<file path="src/rtl/core/hgf_pkg.sv">
// shared types, constants and helpers of the horizontal gradient filter
package hgf_pkg;

    // default for the largest supported row length
    localparam int MAX_WIDTH_DEF = 4096;

    // configuration register file
    localparam int          CFG_ADDR_W       = 3;
    localparam int          IMG_W_BITS       = 13;
    localparam logic [0:0]  REG_IMAGE_WIDTH  = 1'b0;
    localparam logic [12:0] IMAGE_WIDTH_RST  = 13'd640;

    // queue between front and back
    localparam int QUEUE_DEPTH = 4;
    localparam int QUEUE_PTR_W = $clog2(QUEUE_DEPTH);

    // one pixel: red in [7:0], green in [15:8], blue in [23:16]
    localparam int PIX_W = 24;

    // work for the back end: one or two results
    typedef struct packed {
        logic             ends;     // pixel closes its row, second result follows
        logic [PIX_W-1:0] center;   // pending pixel, left neighbor of the row-end result
        logic [PIX_W-1:0] left;     // left neighbor of the pending pixel
        logic [PIX_W-1:0] right;    // new pixel, right neighbor of the pending pixel
    } cmd_t;

    // absolute difference of two channel values, never above 255
    function automatic logic [7:0] absdiff8(input logic [7:0] a, input logic [7:0] b);
        return (a > b) ? (a - b) : (b - a);
    endfunction

endpackage

</file>
<file path="src/rtl/core/hgf_fifo.sv">
// short command queue between front and back
module hgf_fifo import hgf_pkg::*; (
    input  logic aclk,
    input  logic aresetn,
    input  logic push,
    input  cmd_t push_cmd,
    input  logic pop,
    output cmd_t head_cmd,
    output logic full,
    output logic empty
);

    cmd_t                   slot_reg [QUEUE_DEPTH];
    logic [QUEUE_PTR_W-1:0] wr_ptr_reg, wr_ptr_next;
    logic [QUEUE_PTR_W-1:0] rd_ptr_reg, rd_ptr_next;
    logic [QUEUE_PTR_W:0]   count_reg, count_next;

    assign full     = (count_reg == (QUEUE_PTR_W+1)'(QUEUE_DEPTH));
    assign empty    = (count_reg == '0);
    assign head_cmd = slot_reg[rd_ptr_reg];

    // pointer and fill count update
    always_comb begin
        wr_ptr_next = wr_ptr_reg;
        rd_ptr_next = rd_ptr_reg;
        count_next  = count_reg;
        if (push) begin
            wr_ptr_next = wr_ptr_reg + QUEUE_PTR_W'(1);
        end
        if (pop) begin
            rd_ptr_next = rd_ptr_reg + QUEUE_PTR_W'(1);
        end
        if (push && !pop) begin
            count_next = count_reg + (QUEUE_PTR_W+1)'(1);
        end else if (pop && !push) begin
            count_next = count_reg - (QUEUE_PTR_W+1)'(1);
        end
    end

    always_ff @(posedge aclk) begin
        if (!aresetn) begin
            wr_ptr_reg <= '0;
            rd_ptr_reg <= '0;
            count_reg  <= '0;
        end else begin
            wr_ptr_reg <= wr_ptr_next;
            rd_ptr_reg <= rd_ptr_next;
            count_reg  <= count_next;
        end
    end

    // storage, no reset
    always_ff @(posedge aclk) begin
        if (push) begin
            slot_reg[wr_ptr_reg] <= push_cmd;
        end
    end

endmodule

</file>
<file path="src/rtl/core/hgf_front.sv">
// input side: pixel window, column tracking and command issue
module hgf_front import hgf_pkg::*; #(
    parameter  int MAX_WIDTH = MAX_WIDTH_DEF,
    localparam int CW        = $clog2(MAX_WIDTH),
    localparam int WW        = (CW + 1 > IMG_W_BITS) ? CW + 1 : IMG_W_BITS
) (
    input  logic             aclk,
    input  logic             aresetn,
    input  logic             s_tvalid,
    output logic             s_tready,
    input  logic [PIX_W-1:0] s_tdata,
    input  logic [WW-1:0]    last_col,
    input  logic             q_full,
    output logic             push,
    output cmd_t             push_cmd
);

    logic [CW-1:0]    col_reg, col_next;
    logic [PIX_W-1:0] left_reg, left_next;
    logic [PIX_W-1:0] center_reg, center_next;
    logic             beat;
    logic             row_first;
    logic             ends;

    assign s_tready  = !q_full;
    assign beat      = s_tvalid && s_tready;
    assign row_first = (col_reg == '0);
    assign ends      = (WW'(col_reg) >= last_col);

    // first pixel of a row only loads the window
    assign push            = beat && !row_first;
    assign push_cmd.ends   = ends;
    assign push_cmd.center = center_reg;
    assign push_cmd.left   = left_reg;
    assign push_cmd.right  = s_tdata;

    // window and column update
    always_comb begin
        col_next    = col_reg;
        left_next   = left_reg;
        center_next = center_reg;
        if (beat) begin
            if (row_first) begin
                left_next   = '0;
                center_next = s_tdata;
                col_next    = CW'(1);
            end else if (ends) begin
                left_next   = '0;
                center_next = '0;
                col_next    = '0;
            end else begin
                left_next   = center_reg;
                center_next = s_tdata;
                col_next    = col_reg + CW'(1);
            end
        end
    end

    always_ff @(posedge aclk) begin
        if (!aresetn) begin
            col_reg    <= '0;
            left_reg   <= '0;
            center_reg <= '0;
        end else begin
            col_reg    <= col_next;
            left_reg   <= left_next;
            center_reg <= center_next;
        end
    end

endmodule

</file>
<file path="src/rtl/core/hgf_back.sv">
// output side: difference per channel into the output register
module hgf_back import hgf_pkg::*; (
    input  logic             aclk,
    input  logic             aresetn,
    input  cmd_t             head_cmd,
    input  logic             q_empty,
    output logic             pop,
    output logic             m_tvalid,
    input  logic             m_tready,
    output logic [PIX_W-1:0] m_tdata,
    output logic             m_tlast,
    output logic             m_tuser
);

    logic             valid_reg, valid_next;
    logic             second_reg, second_next;
    logic [PIX_W-1:0] data_reg, data_next;
    logic             row_end_reg, row_end_next;
    logic             run_last_reg, run_last_next;
    logic             load;
    logic [PIX_W-1:0] grad;

    assign m_tvalid = valid_reg;
    assign m_tdata  = data_reg;
    assign m_tlast  = row_end_reg;
    assign m_tuser  = run_last_reg;

    // output register free when empty or being taken
    assign load = !q_empty && (!valid_reg || m_tready);
    assign pop  = load && (second_reg || !head_cmd.ends);

    // per channel difference; row-end result has zero as right neighbor
    always_comb begin
        for (int c = 0; c < 3; c++) begin
            if (second_reg) begin
                grad[8*c +: 8] = head_cmd.center[8*c +: 8];
            end else begin
                grad[8*c +: 8] = absdiff8(head_cmd.right[8*c +: 8], head_cmd.left[8*c +: 8]);
            end
        end
    end

    always_comb begin
        valid_next    = valid_reg;
        second_next   = second_reg;
        data_next     = data_reg;
        row_end_next  = row_end_reg;
        run_last_next = run_last_reg;
        if (valid_reg && m_tready) begin
            valid_next = 1'b0;
        end
        if (load) begin
            valid_next    = 1'b1;
            data_next     = grad;
            row_end_next  = second_reg;
            run_last_next = second_reg || !head_cmd.ends;
            second_next   = !second_reg && head_cmd.ends;
        end
    end

    always_ff @(posedge aclk) begin
        if (!aresetn) begin
            valid_reg  <= 1'b0;
            second_reg <= 1'b0;
        end else begin
            valid_reg  <= valid_next;
            second_reg <= second_next;
        end
    end

    // payload, no reset
    always_ff @(posedge aclk) begin
        data_reg     <= data_next;
        row_end_reg  <= row_end_next;
        run_last_reg <= run_last_next;
    end

endmodule

</file>
<file path="src/rtl/core/horizontal_gradient_filter_top.sv">
// top level of the horizontal gradient filter with its register port
//
//  channel   dir  handshake          payload
//  s_        in   s_tvalid/s_tready  s_tdata: red [7:0], green [15:8], blue [23:16]
//  m_        out  m_tvalid/m_tready  m_tdata: grad r/g/b, m_tlast row end, m_tuser run end
//  apb       in   psel/penable       image_width at byte address 0
//
//  one pixel beat per clock while the queue is not full; a result passes the queue, then the output register, to m_
//  the last pixel of a row gives the back end two results; a four entry queue absorbs it
//  s_tready drops only when the queue is full, m_tready low stalls the back end alone
//  aresetn is synchronous, clears window, column, queue and output valid
module horizontal_gradient_filter_top import hgf_pkg::*; #(
    parameter  int MAX_WIDTH = MAX_WIDTH_DEF,
    localparam int CW        = $clog2(MAX_WIDTH),
    localparam int WW        = (CW + 1 > IMG_W_BITS) ? CW + 1 : IMG_W_BITS
) (
    input  logic                  aclk,
    input  logic                  aresetn,
    input  logic                  s_tvalid,
    output logic                  s_tready,
    input  logic [PIX_W-1:0]      s_tdata,   // red_in, green_in, blue_in
    output logic                  m_tvalid,
    input  logic                  m_tready,
    output logic [PIX_W-1:0]      m_tdata,   // grad_red, grad_green, grad_blue
    output logic                  m_tlast,   // row_end
    output logic                  m_tuser,   // last_of_run
    input  logic                  psel,
    input  logic                  penable,
    input  logic                  pwrite,
    input  logic [CFG_ADDR_W-1:0] paddr,
    input  logic [31:0]           pwdata,
    output logic [31:0]           prdata,
    output logic                  pready
);

    logic [IMG_W_BITS-1:0] img_w_reg, img_w_next;
    logic [WW-1:0]         last_col_reg, last_col_next;
    logic                  cfg_wr;
    logic                  push;
    cmd_t                  push_cmd;
    logic                  pop;
    cmd_t                  head_cmd;
    logic                  q_full;
    logic                  q_empty;

    // clamp the row length to 2..MAX_WIDTH and return the last column
    function automatic logic [WW-1:0] last_col_of(input logic [IMG_W_BITS-1:0] w);
        logic [WW-1:0] e;
        e = WW'(w);
        if (e < WW'(2)) begin
            e = WW'(2);
        end
        if (e > WW'(MAX_WIDTH)) begin
            e = WW'(MAX_WIDTH);
        end
        return e - WW'(1);
    endfunction

    // register port
    assign pready = 1'b1;
    assign cfg_wr = psel && penable && pwrite && (paddr[2] == REG_IMAGE_WIDTH);
    assign prdata = (paddr[2] == REG_IMAGE_WIDTH) ? 32'(img_w_reg) : '0;

    always_comb begin
        img_w_next    = img_w_reg;
        last_col_next = last_col_reg;
        if (cfg_wr) begin
            img_w_next    = pwdata[IMG_W_BITS-1:0];
            last_col_next = last_col_of(pwdata[IMG_W_BITS-1:0]);
        end
    end

    always_ff @(posedge aclk) begin
        if (!aresetn) begin
            img_w_reg    <= IMAGE_WIDTH_RST;
            last_col_reg <= last_col_of(IMAGE_WIDTH_RST);
        end else begin
            img_w_reg    <= img_w_next;
            last_col_reg <= last_col_next;
        end
    end

    hgf_front #(
        .MAX_WIDTH (MAX_WIDTH)
    ) u_front (
        .aclk     (aclk),
        .aresetn  (aresetn),
        .s_tvalid (s_tvalid),
        .s_tready (s_tready),
        .s_tdata  (s_tdata),
        .last_col (last_col_reg),
        .q_full   (q_full),
        .push     (push),
        .push_cmd (push_cmd)
    );

    hgf_fifo u_fifo (
        .aclk     (aclk),
        .aresetn  (aresetn),
        .push     (push),
        .push_cmd (push_cmd),
        .pop      (pop),
        .head_cmd (head_cmd),
        .full     (q_full),
        .empty    (q_empty)
    );

    hgf_back u_back (
        .aclk     (aclk),
        .aresetn  (aresetn),
        .head_cmd (head_cmd),
        .q_empty  (q_empty),
        .pop      (pop),
        .m_tvalid (m_tvalid),
        .m_tready (m_tready),
        .m_tdata  (m_tdata),
        .m_tlast  (m_tlast),
        .m_tuser  (m_tuser)
    );

endmodule

</file>
<file path="config.mk">
export PLATFORM = sky130hd
export DESIGN_NAME = horizontal_gradient_filter_top
export DESIGN_NICKNAME = d
export VERILOG_FILES = /design/src/rtl/core/hgf_pkg.sv /design/src/rtl/core/hgf_fifo.sv /design/src/rtl/core/hgf_front.sv /design/src/rtl/core/hgf_back.sv /design/src/rtl/core/horizontal_gradient_filter_top.sv
export SDC_FILE = /design/constraint.sdc
export NUM_CORES = 1
export LEC_CHECK = 0
export BUFFER_PORTS_ARGS = -buffer_cell sky130_fd_sc_hd__buf_2
export CELL_PAD_IN_SITES_DETAIL_PLACEMENT = 0
export CELL_PAD_IN_SITES_GLOBAL_PLACEMENT = 1
export CORE_UTILIZATION = 51
export CTS_CLUSTER_DIAMETER = 50
export DETAILED_ROUTE_END_ITERATION = 16
export PLACE_DENSITY = 0.9
export SLEW_MARGIN = 30
export SYNTH_ARGS = -nofsm -noshare
export SYNTH_HDL_FRONTEND = slang
export SYNTH_HIERARCHICAL = 1
export SYNTH_SLANG_ARGS = --single-unit
</file>
<file path="constraint.sdc">
create_clock -name aclk -period 4.49 [get_ports aclk]
set_input_delay 0.2245 -clock aclk [delete_from_list [all_inputs] [get_ports aclk]]
set_output_delay 0.2245 -clock aclk [all_outputs]
set_load 0.01 [all_outputs]
</file>
==> results_tabular.tex <==
\begin{tabular}{lr}
\hline
Metric & Value \\
\hline
\multicolumn{2}{l}{\textbf{STA}} \\
Minimum period implied by the final worst setup slack & 3.65 ns \\
Max Slew Vio Count & 0 \\
Final Cycle Share & 81.4\% \\
Relative slew slack & 37.9\% \\
Largest clock skew in the final design & 0.0122 ns \\
Sum of negative setup slack & 0 ns \\
Max Freq & 274 MHz \\
Final setup violation count & 0 \\
Actual slew at the worst max-slew pin & 0.932 ns \\
Final Hold Viols & 0 \\
RSZ-0062 raised after global routing & false \\
\multicolumn{2}{l}{\textbf{Route}} \\
Number of vias per cell after detailed routing & 5.93 \\
Number of iterations in the first detailed-routing pass & 5 \\
Starting DRC count in detailed routing & 773 \\
Routed via count & 11,587 \\
Routed wire length & 39.5 mm \\
Number of remaining DRC errors & 0 \\
Remaining number of nets flagged by the antenna check after routing & 0 \\
DR WL/cell & 20.2 um \\
\multicolumn{2}{l}{\textbf{Flow run}} \\
Maximum Capacitance Violations & 0 \\
\multicolumn{2}{l}{\textbf{Finish}} \\
Share of layout cells above drive strength 1 & 20.5\% \\
Flip-flop count of the largest register after layout & 292 \\
Register cell area after layout & 11,500 sq um \\
Area delta synth->final & 12.2\% \\
Post-Route Utilization & 58.5\% \\
Area occupied by multi-input gates & 6630 sq um \\
Filler instances & 2,755 \\
Number of nets in the layout & 1,590 \\
Antenna diode instance count & 0 \\
\multicolumn{2}{l}{\textbf{Global route}} \\
Met3 Resource Use GR & 3.35\% \\
Wire length of the first global-routing pass & 62.4 mm \\
Grt met2 use & 35.9\% \\
Total routing usage reported by global routing & 20.8\% \\
Met1 GRT Util & 26.8\% \\
Gr busiest metal & met2 \\
Initial antenna violation count & 1 \\
Vias in the first global route & 11,607 \\
Pin count of the biggest net entering global routing & 57 \\
Global route overflow & 0 \\
\multicolumn{2}{l}{\textbf{Synth}} \\
Seq/Total Area, Yosys & 60.0\% \\
Simple-gate share of the synthesized area & 10.1\% \\
Commonest cells in the netlist & 318 x edfxtp\_1, 97 x dfxtp\_1, 77 x inv\_1, 77 x nand2\_1, 72 x mux4\_2 \\
Most common cell in the synthesized netlist & edfxtp\_1 \\
Number of unique standard cell types used by synthesis & 89 \\
Number of flops mapped to enable cells by yosys & 318 \\
Leading cell types by total area after synthesis & edfxtp\_1 50\%, dfxtp\_1 10\%, mux4\_2 8.5\%, ha\_1 4.2\%, buf\_4 1.9\% \\
Post-Syn Area & 19,200 sq um \\
Fraction of synthesized cell area taken by the top area cell type & 49.8\% \\
Number of synthesis warnings & 6 \\
Adder-cell share of the synthesized area & 4.98\% \\
Synth Area in XOR/XNOR & 0.274\% \\
Area leader, netlist & edfxtp\_1 \\
Seq cells post-synth & 415 \\
Gate count after technology mapping & 1,361 \\
Mux contribution to synthesized area & 9.06\% \\
Primary flip-flop cell chosen by synthesis mapping & edfxtp\_1 \\
Syn avg cell area & 14.1 sq um \\
Largest family of logic cells by synthesized area & simple AND/OR/NAND/NOR gates \\
Compound-cell area share of the yosys netlist & 9.67\% \\
Async SR Flop Fraction & 0\% \\
\multicolumn{2}{l}{\textbf{Clocking}} \\
Clock latency on the worst-skew pair & 0.56 ns \\
Number of CTS-inserted buffers & 46 \\
Clk Tree Root Cell & clkbuf\_16 \\
Clock tree buffer depth & 3 \\
H-tree depth & 2 \\
Clock transition at the register clock pins on the worst setup and hold paths after CTS & 0.06 ns \\
Number of clock sinks & 415 \\
Clock tree from TritonCTS & built \\
Post-CTS setup-driven buffer insertion count & 0 \\
\multicolumn{2}{l}{\textbf{Run status}} \\
Result of the run & complete, no violations \\
\multicolumn{2}{l}{\textbf{Pwr}} \\
IR Drop Worst-Case VDD & 0.000306 V \\
Total power per unit cell area & 586 nW/um\^{}2 \\
Static leakage power & 7.82 nW \\
Overall Power & 0.0126 W \\
\multicolumn{2}{l}{\textbf{Critical path}} \\
Data arrival time of the critical path & 3.93 ns \\
Endpoint of the worst-slack reg-to-reg timing path & u\_back/m\_tdata[10] \\
Data required time at the worst endpoint & 4.76 ns \\
CP Max Fanout & 21 \\
Element type at the critical path end & flop \\
Depth of the worst register-to-register path & 8 \\
Sort of element at the start of the critical path & flop \\
Type of the worst setup path & flop to flop \\
Minimum setup slack among reg-to-reg paths & 0.84 ns \\
\multicolumn{2}{l}{\textbf{Worst hold path}} \\
Worst hold path cell count & 3 \\
Hold Startpoint & pwdata[10] \\
Worst hold-check path type & input pin to flop \\
Hold EP & img\_w\_reg[10] \\
\multicolumn{2}{l}{\textbf{Placement}} \\
Estimated wirelength of the detail-placed design & 24.2 mm \\
Port buffer count & 85 \\
GP Congestion & 0.887 \\
\multicolumn{2}{l}{\textbf{Floorplanning}} \\
Row cnt & 70 \\
Initial standard-cell utilization of the core & 52.1\% \\
Die footprint & 38,400 sq um \\
DIE WIDTH & 196 um \\
Vertical die dimension & 196 um \\
Count of pins on the block boundary & 127 \\
Placeable Area & 36,800 sq um \\
\hline
\end{tabular}
==> per-layer routing <==
| metal | vias to the layer above | part of all wire, % |
|---|---|---|
| met3 | 66 | 5.3 |
| li1 | 5327 | - |
| met1 | 5832 | 42 |
| met4 | 2 | 2.3 |
| met5 | - | 0.033 |
| met2 | 360 | 50 |
==> timing repair <==
item                                    in CTS  in global routing
gates resized for setup                      0                  0
hold endpoints to repair                   130                  0
endpoints found under the setup margin       0                  0
hold buffers                                34                  0
==> worst max-delay path: stages (launching register included) <==
cell       delay [ns]
dfxtp_4          0.66
buf_4            0.37
mux4_2           0.56
ha_1             0.50
nand4_1          0.20
or2_1            0.31
o31a_1           0.25
nor4b_1          0.40
a2111oi_2        0.09
==> stage by stage <==
step / setup WS, ns / hold slack (ns) / cells / cell area, sq um
floorplan: 0.820 / 0.342 / 1379 / 19200
global placement: 0.913 / 0.449 / 1836 / 19600
detailed placement: 0.832 / 0.453 / 1838 / 19700
global route: 0.594 / 0.0271 / 1955 / 21500
CTS: 0.799 / 0.00418 / 1955 / 21500
finish: 0.837 / 0.0237 / 1955 / 21500
==> layout make-up <==
cell class	count	area share [%]
sequential	415	53.5
multi-input combinational	769	30.8
clock buffer	60	5.83
timing repair buffer	142	4.72
tap	468	2.72
inverter	78	1.36
clock inverter	23	1.06
==> worst max-delay path by stage <==
| stage | from | slack, ns | to | cells past startpoint |
|---|---|---|---|---|
| floorplan | u_front/col_reg[0] | 0.82 | u_fifo/slot_reg[0][0] | 8 |
| global placement | flop | 0.91 | u_back/m_tdata[4] | 8 |
| detailed placement | flop | 0.83 | u_back/m_tdata[4] | 8 |
| CTS | flop | 0.80 | u_back/m_tdata[4] | 8 |
| global route | flop | 0.59 | u_back/m_tdata[4] | 8 |
| finish | flop | 0.84 | u_back/m_tdata[10] | 8 |
==> placed cells by master (no fill, tap or decap), types with 38 or more instances in the layout <==
| master | count |
|---|---|
| ha_1 | 65 |
| dfxtp_1 | 94 |
| nand2_1 | 77 |
| inv_1 | 77 |
| clkbuf_16 | 47 |
| nor2b_1 | 38 |
| nor2_1 | 67 |
| a21oi_1 | 46 |
| buf_2 | 85 |
| mux4_2 | 72 |
| edfxtp_1 | 318 |
==> power by group <==
group	internal, W	switching [W]
clock	0.00211	0.00151
sequential	0.00461	0.000204
combinational	0.00180	0.00237
==> logic make-up after synthesis <==
group,after synthesis
AOI/OAI and AO/OA,239
xor gates and xnor gates,6
buffers and inverters,195
and+or+nand+nor,351
DFF,415
muxes,81
other,2
adders and majority gates,72
Note: power is estimated with default switching activity, not from simulation.
